**src/hdl/pswu_pkg.sv**
```systemverilog
// ----------------------------------------------------------------------------
// pswu_pkg
// Shared types, constants and arithmetic helpers of the steering weight unit.
// ----------------------------------------------------------------------------
package pswu_pkg;

   localparam int TRIG_FRAC  = 30;
   localparam int TERM_STEPS = 7;
   localparam int TRIG_LAT   = 3 * TERM_STEPS + 3;
   localparam int PHASE_W    = 42;
   localparam int PHASE_SH   = 10;

   localparam logic [32:0] TWO_PI_Q30  = 33'd6746518852;
   localparam logic [62:0] ROUND_32    = 63'd1 << 31;
   localparam logic [60:0] TRIG_HALF   = 61'd1 << 29;
   localparam logic [30:0] TRIG_ONE    = 31'd1 << 30;
   localparam logic [29:0] OCT_SPAN    = 30'd1 << 29;
   localparam logic [PHASE_W-1:0] PHASE_ROUND = PHASE_W'(1) << (PHASE_SH - 1);

   localparam logic [1:0] QUAD_0 = 2'd0;
   localparam logic [1:0] QUAD_1 = 2'd1;
   localparam logic [1:0] QUAD_2 = 2'd2;

   localparam int SIN_DIV   [0:TERM_STEPS-1] = '{6, 20, 42, 72, 110, 156, 210};
   localparam int SIN_SHIFT [0:TERM_STEPS-1] = '{33, 35, 36, 37, 37, 38, 38};
   localparam int COS_DIV   [0:TERM_STEPS-1] = '{2, 12, 30, 56, 90, 132, 182};
   localparam int COS_SHIFT [0:TERM_STEPS-1] = '{31, 34, 35, 36, 37, 38, 38};

   typedef struct packed {
      logic [2:0]  oct;
      logic [29:0] red;
   } angle_split_type;

   typedef struct packed {
      angle_split_type    az;
      angle_split_type    el;
      logic signed [31:0] pos_x;
      logic signed [31:0] pos_y;
   } item_type;

   function automatic angle_split_type split_turn(input logic [31:0] t);
      angle_split_type s;
      s.oct = t[31:29];
      s.red = t[29] ? (OCT_SPAN - {1'b0, t[28:0]}) : {1'b0, t[28:0]};
      return s;
   endfunction

   function automatic logic [30:0] qmul(input logic [30:0] a, input logic [29:0] r);
      logic [60:0] p;
      p = {30'd0, a} * {31'd0, r} + TRIG_HALF;
      return p[60:30];
   endfunction

   function automatic logic [30:0] recip_div(input logic [30:0] x, input logic [31:0] m,
                                             input int sh);
      logic [63:0] p;
      p = {33'd0, x} * {32'd0, m};
      p = p >> sh;
      return p[30:0];
   endfunction

   function automatic logic signed [63:0] round_away(input logic signed [63:0] value,
                                                     input int sh);
      logic [63:0] mag;
      logic [63:0] q;
      mag = value[63] ? (~value + 64'd1) : value;
      q = (mag + (64'd1 << (sh - 1))) >> sh;
      return value[63] ? $signed(~q + 64'd1) : $signed(q);
   endfunction

endpackage

```
**src/hdl/pswu_front.sv**
```systemverilog
// ----------------------------------------------------------------------------
// pswu_front
// Input stage: takes a transaction, widens the angles to turns and splits
// them into octant and reduced angle, then hands the item to the queue.
// ----------------------------------------------------------------------------
module pswu_front #(
   parameter int ANGLE_BITS = 16,
   parameter int POS_BITS   = 20
) (
   input  logic                     clock,
   input  logic                     reset,
   input  logic                     push,
   output logic                     full,
   input  logic [ANGLE_BITS-1:0]    azimuth,
   input  logic [ANGLE_BITS-1:0]    elevation,
   input  logic signed [POS_BITS-1:0] pos_x,
   input  logic signed [POS_BITS-1:0] pos_y,
   output logic                     q_push,
   output pswu_pkg::item_type       q_data,
   input  logic                     q_full
);

   import pswu_pkg::*;

   logic     valid_ff, valid_in;
   item_type item_ff, item_in;
   item_type classified;
   logic     accept;

   assign full   = valid_ff & q_full;
   assign accept = push & ~full;
   assign q_push = valid_ff & ~q_full;
   assign q_data = item_ff;

   always_comb begin
      classified.az    = split_turn({azimuth, {(32 - ANGLE_BITS){1'b0}}});
      classified.el    = split_turn({elevation, {(32 - ANGLE_BITS){1'b0}}});
      classified.pos_x = 32'(pos_x);
      classified.pos_y = 32'(pos_y);
      valid_in = accept | (valid_ff & q_full);
      item_in  = accept ? classified : item_ff;
   end

   always_ff @(posedge clock) begin
      if (reset) begin
         valid_ff <= 1'b0;
      end else begin
         valid_ff <= valid_in;
      end
   end

   always_ff @(posedge clock) begin
      item_ff <= item_in;
   end

endmodule

```
**config.mk**
```make
export PLATFORM = sky130hd
export DESIGN_NAME = pswu_front
export DESIGN_NICKNAME = d
export VERILOG_FILES = /design/src/hdl/pswu_pkg.sv /design/src/hdl/pswu_front.sv
export SDC_FILE = /design/constraint.sdc
export NUM_CORES = 1
export LEC_CHECK = 0
export BUFFER_PORTS_ARGS = -buffer_cell sky130_fd_sc_hd__buf_2
export CAP_MARGIN = 10
export CORE_MARGIN = 3
export CORE_UTILIZATION = 30
export DETAILED_ROUTE_END_ITERATION = 16
export HOLD_SLACK_MARGIN = 0.08
export PLACE_DENSITY_LB_ADDON = 0.12
export SLEW_MARGIN = 20
export SYNTH_ARGS = -nofsm -noshare
export SYNTH_HDL_FRONTEND = slang
export SYNTH_SLANG_ARGS = --single-unit
```
**constraint.sdc**
```tcl
create_clock -name clock -period 6.3 [get_ports clock]
set_input_delay 0.63 -clock clock [delete_from_list [all_inputs] [get_ports clock]]
set_output_delay 0.63 -clock clock [all_outputs]
set_load 0.1 [all_outputs]
```
; Word-level counts from Yosys, hierarchy flattened
; Cells that the tools add are included.
[classes]
n_reduce_logical = 0
addsub = 2
shifts = 0
n_div = 0
n_mul = 0
order_cmp = 0
muxes = 2
bitwise_logic = 6
n_eq_ne = 0
[ops]
columns = cell, count
row1 = "30-bit by 29-bit subtractor with 30-bit output, first input constant", 2
row2 = 29-bit 2-to-1 mux, 2
row3 = 1-bit bitwise AND, 3
row4 = 1-bit inverter, 2
row5 = 1-bit OR, 1
[word_totals]
latch_bits = 0
memories = 0
elab_cells = 19
in_bits = 76
register_bits = 107
output_inout_bits = 132
mem_bits_rw = 0
rom_bits = 0

; Logic depth before layout (Yosys ltp)
[logic_depth]
word_depth = 4
depth_mapped = 5
depth_no_buf = 5

; Worst setup path before layout
; Ideal clock, no wire load.
[synth_path]
kind = input -> register
from = in q_full
to = reg item_ff, in the netlist q_data[0], enable pin
n_path_buf = 0
stages = 2
setup_slack_ps = 1248
setup_time_ps = 514
arrival_ps = 4538
required_time_ps = 5786
cell_sequence = and2_1 -> nor2b_1
[synth_between]
elab_chain_cells = 3
[synth_lines]
columns = element, line
row1 = "start, declared", pswu_front.sv:20  ; input logic q_full
row2 = 1-bit bitwise AND, pswu_front.sv:30  ; assign full = valid_ff & q_full;
row3 = 1-bit inverter, pswu_front.sv:31  ; assign accept = push & ~full;
row4 = 1-bit bitwise AND, pswu_front.sv:31
row5 = via accept, pswu_front.sv:28  ; logic accept;
row6 = "end signal, assigned", pswu_front.sv:53  ; item_ff <= item_in;
row7 = "end, declared", pswu_front.sv:26  ; item_type item_ff, item_in;
; The timed path passes the listed nets, and every way through them passes these cells.
; A chain may end at the register's enable or synchronous reset.

; Worst setup path in the final report
[layout_path]
from = in q_full
to = out full
[layout_between]
elab_chain_cells = 1
[layout_lines]
columns = element, line
row1 = 1-bit bitwise AND, pswu_front.sv:30
row2 = "end, declared", pswu_front.sv:13  ; output logic full,
; Every way passes these cells.

==> summary.md <==
| Metric | Value |
|---|---|
| Worst path cell trace | buf_2 > and2_1 > buf_2 |
| Starting density of the core | 31.2% |
| RSZ-0062 raised after global routing | false |
| Rel. slew slack | 37.6% |
| Mapped Cells | 209 |
| Initial drt markers | 49 |
| Clock Latency Late Sink | 0.35 ns |
| Final setup viols | 0 |
| Routability cong. | 0.711 |
| F_max | 500 MHz |
| Core box area | 10400 µm² |
| Cts repair resizes | 0 |
| Setup TNS | 0 ns |
| Most frequent cells in the layout | 175 x buf_2, 74 x edfxtp_1, 32 x conb_1 |
| FF/Latch Area | 2240 µm² |
| Most Crowded Layer GR | met2 |
| Detail Route Antenna Nets | 0 |
| First-pass DRT Iterations | 4 |
| Layout cells sized above 1 | 54.0% |
| CTS Root Cell | clkbuf_8 |
| Drt total wl | 6760 µm |
| Initial antenna violation count | 0 |
| Placed cells | 492 |
| Area of the multi-input gates | 683 µm² |
| Vias/cell | 4.07 |
| CTS tree | yes |
| P_leak | 1.80 nW |
| Die Y | 110 µm |
| Die X | 110 µm |
| Clock power frac | 27.1% |
| CTS sink count | 75 |
| Post-Syn Area | 3250 µm² |
| Routed len/inst | 13.3 µm |
| Slew @ Worst Pin | 0.936 ns |
| Cts hold-fix bufs | 0 |
| Critical path's slowest cell | buf_2 |
| Register area share after synthesis | 68.9% |
| Final period util | 31.7% |
| Cell area after layout | 4210 µm² |
| GR Util met3 | 3.26% |
| Final hold slack | 0.433 ns |
| Bufs and invs on worst path | 2 |
| Via count | 2067 |
| DPL Wire Length | 5000 µm |
| DRC Markers | 0 |
| Clock Skew | 0.00638 ns |
| CP arrival | 1.37 ns |
| Met1 Use GR | 12.1% |
| Grt total ovfl | 0 |
| Pin count of the biggest net entering global routing | 75 |
| Final Non-Filler Cells | 508 |
| Internal | 869 µW |
| Crit path largest cell delay | 0.46 ns |
| Switching part of the total | 41.7% |
| Post-CTS Setup Bufs | 0 |
| Diodes inserted | 0 |
| Psw | 621 µW |
| Total CTS buffers | 9 |
| Reg power frac | 40.1% |
| Vias in the first global route | 1776 |
| CP Max Fanout | 3 |
| GRT Util Overall | 10.5% |
| Post-synthesis area per instance | 15.6 µm² |
| First-pass GRT wire length | 9210 µm |
| Ports | 208 |
| Synth Warn # | 0 |
| Max VDD drop | 130 µV |
| Slew Limit Fails | 0 |
| Final Hold Fails | 0 |
| HP Class | input pin to flip-flop |
| Cell variety after synth | 25 |
| Critical path's top delay family | buffers and inverters |
| PD cells | 354 nW/µm² |
| Status | finished, final reports clean |
| Setup crit start kind | input pin |
| CP Capture Type | output port |
| Post-DP Area | 3990 µm² |
| Max Cap Viol | 0 |
| WP data required | 5.67 ns |
| Synth-to-layout area growth | 29.4% |
| # rows | 37 |
| H-tree levels | 3 |
| Share of the core filled with cells | 40.4% |
| Crit path kind | input pin to output port |
| Min cycle time layout | 2.00 ns |
| Register clock-pin slew on the reported worst setup and hold paths | 0.08 ns |
| Port bufs | 175 |
| Combinational Power Share | 32.8% |
| Met2 usage | 16.2% |
| Commonest non-fill, non-tap cell in the layout | buf_2 |
| Die ar. | 12100 µm² |
| Most frequent CP cell | buf_2 |
| Fillers | 988 |
| Clock Tree Buf Depth | 2 |
| Synth Register Bits | 75 |
| Nets | 445 |
[layout make-up]
type | count | share of cell area, %
Clock buffer | 9 | 2.94
Clock inverter | 7 | 2.20
Inverter | 4 | 0.357
Multi-Input combinational cell | 101 | 16.2
Timing Repair Buffer | 176 | 21.0
Tap cell | 136 | 4.04
Sequential cell | 75 | 53.3
[final timing paths]
check                           depth (start not counted)  startpoint  slack [ns]    endpoint
worst max-delay path                                    3      q_full        4.30        full
worst min-delay path                                    2       reset        0.43    valid_ff
worst max register to register                          3    valid_ff        4.56  q_data[91]
worst min register to register                          3    valid_ff        0.67    valid_ff
[cells by family after synthesis]
family | share of synthesized area [%]
AOI/OAI and AO/OA | 5.42
buffers and inverters | 13.9
adders and majority gates | 0.769
and+or+nand+nor | 4.96
other | 0.115
DFF | 68.9
xor gates and xnor gates | 5.92
[power groups by stage]
stage,Clock (mW),Sequential [mW],Combinational [mW]
3_3_place_gp,0,0.610,0.492
5_1_grt,0.441,0.602,0.505
3_5_place_dp,0,0.610,0.492
6_report,0.403,0.598,0.489
4_1_cts,0.420,0.599,0.492
2_1_floorplan,0,0.841,0.215
[sequential cells by signal, indices dropped and copies added, names as in the netlist]
register	cells
valid_ff	1
q_data	74
[routing by layer]
metal,wire (µm),share of wire (%)
met1,2550,38
met2,3140,46
met3,826,12
met4,241,3.6
met5,0,0
[synthesized netlist by cell type (all sizes together)]
| master | count | share of area [%] |
|---|---|---|
| nor2 | 2 | 0.23 |
| nor2b | 2 | 0.38 |
| dfxtp | 1 | 0.62 |
| nand2 | 4 | 0.46 |
| buf | 60 | 13 |
| nor4 | 2 | 0.38 |
| ha | 2 | 0.77 |
| o31ai | 10 | 2.6 |
| inv | 4 | 0.46 |
| edfxtp | 74 | 68 |
| nand2b | 4 | 0.77 |
| xnor2 | 22 | 5.9 |
| conb | 1 | 0.12 |
| o21ai | 6 | 0.92 |
| or4 | 6 | 1.6 |
| or3b | 2 | 0.54 |
| and2 | 1 | 0.19 |
| o41ai | 4 | 1.9 |
| or3 | 2 | 0.38 |
[metrics by stage]
stage / power [mW] / setup slack (ns)
CTS: 1.51 / 4.28
global route: 1.55 / 4.17
global placement: 1.10 / 4.11
floorplan: 1.06 / 1.25
finish: 1.49 / 4.30
detailed placement: 1.10 / 4.11
No activity file was read; power rests on OpenSTA's default activity.
