## src/hdl/pswu_fifo.sv

```systemverilog
// ----------------------------------------------------------------------------
// pswu_fifo
// Small register queue with full/empty flags and a combinational head.
// ----------------------------------------------------------------------------
module pswu_fifo #(
   parameter int WIDTH = 8,
   parameter int DEPTH = 4
) (
   input  logic             clock,
   input  logic             reset,
   input  logic             push,
   input  logic [WIDTH-1:0] push_data,
   output logic             full,
   input  logic             pop,
   output logic [WIDTH-1:0] pop_data,
   output logic             empty
);

   localparam int PTR_W = (DEPTH > 1) ? $clog2(DEPTH) : 1;
   localparam int CNT_W = $clog2(DEPTH + 1);

   logic [WIDTH-1:0] mem_ff [0:DEPTH-1];
   logic [PTR_W-1:0] wr_ptr_ff, wr_ptr_in, rd_ptr_ff, rd_ptr_in;
   logic [CNT_W-1:0] count_ff, count_in;
   logic             do_push, do_pop;

   assign full     = (count_ff == CNT_W'(DEPTH));
   assign empty    = (count_ff == '0);
   assign do_push  = push & ~full;
   assign do_pop   = pop & ~empty;
   assign pop_data = mem_ff[rd_ptr_ff];

   always_comb begin
      wr_ptr_in = wr_ptr_ff;
      rd_ptr_in = rd_ptr_ff;
      if (do_push) begin
         wr_ptr_in = (wr_ptr_ff == PTR_W'(DEPTH - 1)) ? '0 : wr_ptr_ff + PTR_W'(1);
      end
      if (do_pop) begin
         rd_ptr_in = (rd_ptr_ff == PTR_W'(DEPTH - 1)) ? '0 : rd_ptr_ff + PTR_W'(1);
      end
      count_in = count_ff + CNT_W'(do_push) - CNT_W'(do_pop);
   end

   always_ff @(posedge clock) begin
      if (reset) begin
         wr_ptr_ff <= '0;
         rd_ptr_ff <= '0;
         count_ff  <= '0;
      end else begin
         wr_ptr_ff <= wr_ptr_in;
         rd_ptr_ff <= rd_ptr_in;
         count_ff  <= count_in;
      end
   end

   always_ff @(posedge clock) begin
      if (do_push) begin
         mem_ff[wr_ptr_ff] <= push_data;
      end
   end

endmodule

```

## config.mk

```make
export PLATFORM = sky130hd
export DESIGN_NAME = pswu_fifo
export DESIGN_NICKNAME = d
export VERILOG_FILES = /design/src/hdl/pswu_fifo.sv
export SDC_FILE = /design/constraint.sdc
export NUM_CORES = 1
export LEC_CHECK = 0
export ABC_CLOCK_PERIOD_IN_PS = 5000
export BUFFER_PORTS_ARGS = -buffer_cell sky130_fd_sc_hd__buf_2
export CORE_MARGIN = 2
export CORE_UTILIZATION = 59
export DETAILED_ROUTE_END_ITERATION = 16
export MAX_ROUTING_LAYER = met4
export PLACE_DENSITY = 0.84
export SLEW_MARGIN = 20
export SYNTH_ARGS = -nofsm -noshare
export SYNTH_HDL_FRONTEND = slang
export SYNTH_SLANG_ARGS = --single-unit
```

## constraint.sdc

```tcl
create_clock -name clock -period 5 [get_ports clock]
set_input_delay 0.25 -clock clock [delete_from_list [all_inputs] [get_ports clock]]
set_output_delay 0.25 -clock clock [all_outputs]
set_load 0.02 [all_outputs]
```

### Yosys cells after proc, flatten, opt, wreduce, memory -nomap -nowiden

Memories as Yosys holds them, arrays and structs flattened. A register that Yosys moved wholly into a read port is not among the register bits.
Cells that the tools add are included.

* register bits: 7
* RAM bits: 32
* word-level logic and storage cells: 22
* memories: 1

* $add $sub $neg: 4
* equality and inequality tests: 3
* mux-type cells: 6
* bitwise gates (word level): 4
* reductions and logical operators: 1

Memory list
* mem_ff: depth 4, width 8, read ports 1, clocked after Yosys merged registers in 1, wr ports 1, line 22 `logic [WIDTH-1:0] mem_ff [0:DEPTH-1];`

Operators with widths (count)
* 2-to-1 mux 2 bit: 4
* adder 2 x 1 -> 2 bit (second input constant): 2
* == test 2 bit (second input constant): 2
* adder 3 x 1 -> 3 bit: 1
* == test 3 bit (second input constant): 1
* zero test 3 bit: 1
* subtractor 3 x 1 -> 3 bit: 1
* AND 1 bit: 2
* 2-to-1 mux 1 bit: 2
* NOT 1 bit: 2

### Depth between registers and ports, before layout

Gate-level depths: netlist (run 1).

* depth after elaboration: 5
* mapped depth: 11
* depth with buffers taken out: 10

### Least setup slack after synthesis (run 1)

OpenSTA, ideal clock, no wires.

* path type: register to register
* start point: reg count_ff[2]
* end point: reg count_ff[2]
* library setup time: 115 ps
* data arrival time: 2071 ps
* slack: 2814 ps
* cell stages (with the launch flop): 12
* path buffers: 1
* cells stage by stage: dfxtp_1 > or3b_1 > buf_6 > and2_4 > inv_1 > ha_1 > inv_1 > ha_1 > fa_1 > xnor2_1 > xnor2_1 > nor2_1

* longest elaborated chain between the ends: 5

RTL lines
* start, declared: line 24 `logic [CNT_W-1:0] count_ff, count_in;`
* start signal, assigned: line 53 `count_ff <= count_in;`
* == test 3 bit: line 27 `assign full = (count_ff == CNT_W'(DEPTH));`
* NOT 1 bit: line 29 `assign do_push = push & ~full;`
* AND 1 bit: line 29
* adder 3 x 1 -> 3 bit: line 42 `count_in = count_ff + CNT_W'(do_push) - CNT_W'(do_pop);`
* subtractor 3 x 1 -> 3 bit (*): line 42

Every way passes the cells marked *; elsewhere a longest branch is shown, timed or not.
A chain may end at the register's enable or synchronous reset.

### Final worst setup path (run 1)

Ends and elaborated chain as after synthesis.

==> impl_metrics.yaml, run 1 <==
sta:
  slew_headroom: 0.653
  final-setup-viol-count: 0
  fmax_mhz: 417
  finalHoldViolations: 0
  fin_crit_ns: 2.40
  rsz0062_at_grt: "no"
  tns_ns: 0
  slew_viol_final: 0
  period_share: 0.480
  fin_skew_ns: 0.00638
  worst_pin_slew_ns: 0.516
yosys:
  synthArstFlopShare: 0
  syn-cell-area_sq_um: 1640
  synthCells: 92
  ys_ff_latch: 41
  synth_ff_type: "edfxtp_1"
  yosysTopAreaCell: "edfxtp_1"
  ys_types: 25
  synth_edf_count: 32
  yosysSeqAreaShare: 0.697
  yosys.area.top_type_share: 0.587
  synthMostInstantiatedCell: "edfxtp_1"
  ys_warn_count: 0
  yosys-top-cells-count: "32 x edfxtp_1, 9 x dfxtp_1, 8 x inv_1, 8 x mux4_2, 7 x ha_1"
  synthTopCellsByArea: "edfxtp_1 59%, dfxtp_1 11%, mux4_2 11%"
  syn_nets: 112
  avgSynthCellArea_sq_um: 17.8
die:
  dieArea_sq_um: 3210
  die_h_um: 56.7
  core-area_sq_um: 2690
  die_w_um: 56.7
  ioPinCount: 22
  start_util: 0.610
  fp-row-count: 19
placed_design:
  place_inst: 141
  dp_hpwl_mm: 1.65
  io_buffers: 21
  placed_area_sq_um: 1760
  gp_congestion: 0.690
layout:
  fin_area_sq_um: 1820
  fin_cells: 149
  drive_above_1_share: 0.322
  regArea_sq_um: 1140
  num_antenna_cells: 0
  multiInputGateArea_sq_um: 447
  fillers: 189
  synthToLayoutAreaGrowth_pct: 11.2
  nets: 137
routing:
  drt-total-wl_mm: 2.32
  ant_nets: 0
  drc: 0
  vias: 816
  wl_per_cell_um: 15.5
  first_pass_iters: 2
  drtIter0Drc: 6
  via_per_inst: 5.48
job:
  cap_violations: 0
clock_network:
  cts_hold_buf: 0
  clock_path_buffers: 2
  clock_sinks: 41
  path_clk_slew_ns: 0.10
  cts_made_buffers: 5
  post_cts_buffers: 0
  post_cts_resized: 0
  h-tree-depth: 2
  clk_latency_ns: 0.33
  cts_tree: "yes"
  root_buffer: "clkbuf_4"
global_route:
  grt_antenna_before_repair: 0
  grt_pass1_vias: 847
  grt-ovfl-total: 0
  grt_pass1_wl_mm: 3.84
  grt_max_degree: 13
  grtUsageTotal: 0.173
run_status:
  run_status: "finished clean"
setup_path:
  crit_required_ns: 5.23
  path_class: "flop to flop"
  endpoint_kind: "flop"
  crit_arrival_ns: 2.63
  start_kind: "flop"
  crit_path_max_fanout: 9
power:
  p_leak_uw: 0.000695
  p_per_area_nw_per_um2: 463
  irDropWorstVdd_mv: 0.322
worst_hold_path:
  hold_path.class: "input pin to flop"
path summary, 6_finish.rpt:
path	slack (ns)	from	endpoint	cells past startpoint
max	2.60	count_ff[2]	count_ff[2]	10
max reg2reg	2.60	count_ff[2]	count_ff[2]	10
min	0.12	push_data[7]	mem_ff[1][7]	1
min reg2reg	0.50	rd_ptr_ff[0]	flop	2
kinds of logic after synthesis:
group,synth area share
flip-flops,0.697
XOR/XNOR,0.0107
AND/OR/NAND/NOR,0.0573
multiplexers,0.116
buffers and inverters,0.0306
AO/OA/AOI/OAI,0.0229
adder cells (fa/ha/maj),0.0657
power breakdown:
| group | switching [uW] | leakage (uW) | total (uW) | internal (uW) |
|---|---|---|---|---|
| clock | 90.8 | 0.0000326 | 160 | 69.4 |
| sequential | 34.7 | 0.000367 | 450 | 415 |
| combinational | 124 | 0.000295 | 232 | 108 |
sequential cells by signal, indices dropped and copies added, names as in the netlist, named ones only:
name	count
wr_ptr_ff	2
rd_ptr_ff	2
mem_ff	32
count_ff	3
worst max-delay path, stage by stage, from the launching register on:
cell,delay [ns]
dfxtp_1,0.39
or3b_1,0.49
and2_4,0.22
inv_1,0.06
ha_1,0.13
inv_1,0.04
ha_1,0.18
fa_1,0.39
xnor2_1,0.20
xnor2_1,0.16
nor2_1,0.05
routing by layer:
layer  up-vias  global-route usage  share of wire
met1       395               0.200           0.42
met3         6              0.0645          0.046
met4         0              0.0714          0.016
li1        397                   -              -
met2        18               0.274           0.52
met5         -                   -              0
stage by stage:
stage	power, uW	utilization	hold WS (ns)	setup slack [ns]
after global routing	898	0.678	0.0998	2.36
after CTS	855	0.678	0.108	2.58
final	842	0.678	0.123	2.60
after floorplan	631	-	0.319	2.81
after global placement	683	0.656	0.459	2.75
after detailed placement	693	0.656	0.468	2.60
cells in the final DEF, fill, tap and decap left out, types with 2 or more instances in the layout:
cell,n
dfxtp_1,9
clkbuf_1,2
inv_1,8
mux4_2,8
and3_1,3
ha_1,7
clkbuf_4,5
nor2b_1,2
a21oi_1,2
xnor2_1,2
nor3_1,2
nor2_1,2
edfxtp_1,32
nand3_1,2
buf_2,21
cell type report:
class                           count  area share
Inverter                            8      0.0165
Sequential cell                    41       0.627
Clock buffer                        8      0.0323
Timing Repair Buffer               21      0.0577
Tap cell                           31      0.0213
Multi-Input combinational cell     40       0.245
Note: power is estimated with default switching activity, not from simulation.
==> run 2: changes to the inputs <==
--- a/config.mk
+++ b/config.mk
@@ -5,13 +5,13 @@
 export SDC_FILE = /design/constraint.sdc
 export NUM_CORES = 1
 export LEC_CHECK = 0
-export ABC_CLOCK_PERIOD_IN_PS = 5000
+export ABC_CLOCK_PERIOD_IN_PS = 2450
 export BUFFER_PORTS_ARGS = -buffer_cell sky130_fd_sc_hd__buf_2
 export CORE_MARGIN = 2
-export CORE_UTILIZATION = 59
+export CORE_UTILIZATION = 55
 export DETAILED_ROUTE_END_ITERATION = 16
 export MAX_ROUTING_LAYER = met4
-export PLACE_DENSITY = 0.84
+export PLACE_DENSITY = 0.8
 export SLEW_MARGIN = 20
 export SYNTH_ARGS = -nofsm -noshare
 export SYNTH_HDL_FRONTEND = slang
==> constraint.sdc (replaced) <==
create_clock -name clock -period 2.45 [get_ports clock]
set_input_delay 0.1225 -clock clock [delete_from_list [all_inputs] [get_ports clock]]
set_output_delay 0.1225 -clock clock [all_outputs]
set_load 0.02 [all_outputs]
==> run 2 against run 1 <==
  * Power up 120%
  * Cell area up 6.7%
  * Fmax up 7.7%
  * Die area up 6.8%
  * Combinational power up 120%
  * Clock skew up 0.0038 ns
  * Global-route usage up 1.1 points
  * Sequential cell count unchanged
  * Sequential power up 100%
  * Critical endpoint unchanged
==> impl_metrics.yaml, run 2 (synthesis gave the netlist of run 1 again) <==
layout:
  nets: 147
  final_cell_mix: "32 x edfxtp_1, 21 x buf_2, 9 x dfxtp_1"
  final_common_cell: "edfxtp_1"
  largest_reg_flops: 32
  largest_registers: "mem_ff x32, count_ff x3"
  synthToLayoutAreaGrowth_pct: 18.6
  drive_above_1_share: 0.320
  num_antenna_cells: 0
  fillers: 198
  regMostFlops: "mem_ff"
  final_core_util: 0.698
global_route:
  grt_pass1_vias: 885
  grt_pass1_wl_mm: 4.13
  grt-ovfl-total: 0
  grt_antenna_before_repair: 0
  grtUsageTotal: 0.184
  grt_max_degree: 13
sta:
  finalHoldViolations: 0
  fmax_mhz: 449
  slew_viol_final: 0
  slew_headroom: 0.641
  worst_pin_slew_ns: 0.538
  rsz0062_at_grt: "no"
  period_share: 0.909
  fin_crit_ns: 2.23
  final-setup-viol-count: 0
  tns_ns: 0
  fin_skew_ns: 0.0102
routing:
  drc: 0
  drtIter0Drc: 21
  drt-total-wl_mm: 2.62
  vias: 871
  ant_nets: 0
  via_per_inst: 5.48
  route.met2.wl_mm: 1.37
  maxUsedRoutingLayer: "met4"
  met1_length_mm: 1.07
  wl_per_cell_um: 16.5
  first_pass_iters: 4
  dr_wl_met3_um: 130
power:
  irDropWorstVdd_mv: 0.830
  p_per_area_nw_per_um2: 967
  p_leak_uw: 0.000750
  power_uw: 1880
die:
  core-area_sq_um: 2780
  fp-row-count: 19
  die_h_um: 58.6
  ioPinCount: 22
  die_w_um: 58.6
  dieArea_sq_um: 3430
  start_util: 0.589
clock_network:
  h-tree-depth: 2
  clock_path_buffers: 2
  post_cts_resized: 0
  path_clk_slew_ns: 0.11
  cts_tree: "yes"
  cts_made_buffers: 5
  root_buffer: "clkbuf_4"
  clock_sinks: 41
  clk_latency_ns: 0.35
job:
  cap_violations: 0
placed_design:
  dp_hpwl_mm: 1.74
  io_buffers: 21
  gp_congestion: 0.743
setup_path:
  crit_arrival_ns: 2.47
  start_kind: "flop"
  path_class: "flop to flop"
  crit_path_max_fanout: 4
  crit_required_ns: 2.69
  endpoint_kind: "flop"
run_status:
  run_status: "finished clean"
worst_hold_path:
  hold_path.class: "input pin to flop"
==> run 2: cell types whose count changed in the layout (fill, tap and decap cells not counted) <==
cell and delta:
buf_4 +2, dlygate4sd3_1 +8, clkbuf_1 -1, bufinv_16 +1
==> run 2: worst max-delay path, cell delays in order (launching register included) <==
cell and delay (ns):
dfxtp_1 0.40, or3b_1 0.39, and2_4 0.18, inv_1 0.05, ha_1 0.12, inv_1 0.04, ha_1 0.18, fa_1 0.39
xnor2_1 0.20, xnor2_1 0.14, nor2_1 0.05
==> run 2: repair_timing <==
item                      4_1_cts  5_1_grt
setup buffers                   0        0
hold buffers                    8        0
hold endpoints to repair       32        0
==> run 2: power by group <==
part           total (uW)  internal, uW  switching, uW  leakage, uW
sequential            919           847           72.1     0.000367
combinational         501           243            258     0.000337
clock                 458           244            215    0.0000455
==> run 2: area by class of cell <==
class                   instances  area, sq um  share of cell area
inverters                       8         30.0              0.0155
clock buffers                   7         55.1              0.0284
flip-flops and latches         41         1140               0.588
well taps                      31         38.8              0.0200
repair buffers                 31          200               0.103
clock inverters                 1         30.0              0.0155
multi-input cells              40          447               0.230
==> run 2: path summary, 6_finish.rpt <==
path	from	endpoint	slack, ns	cells after the start
worst max register to register	count_ff[2]	count_ff[2]	0.22	10
worst min-delay path	reset	count_ff[2]	0.06	2
worst min register to register	rd_ptr_ff[0]	flop	0.50	2
worst max-delay path	count_ff[2]	count_ff[2]	0.22	10
==> run 2: metrics by stage <==
step / hold WS (ns) / area (sq um) / instances / setup slack, ns
floorplan: 0.192 / 1640 / 92 / 0.264
global placement: 0.333 / 1780 / 143 / 0.336
detailed placement: 0.346 / 1780 / 143 / 0.244
CTS: 0.0362 / 1940 / 159 / 0.204
global route: 0.0377 / 1940 / 159 / 0.0822
finish: 0.0569 / 1940 / 159 / 0.222
==> run 2: routing by layer <==
metal | GRT usage | vias to the layer above
li1 | - | 418
met1 | 0.203 | 427
met2 | 0.295 | 20
met3 | 0.0681 | 6
met4 | 0.0877 | 0
met5 | - | -
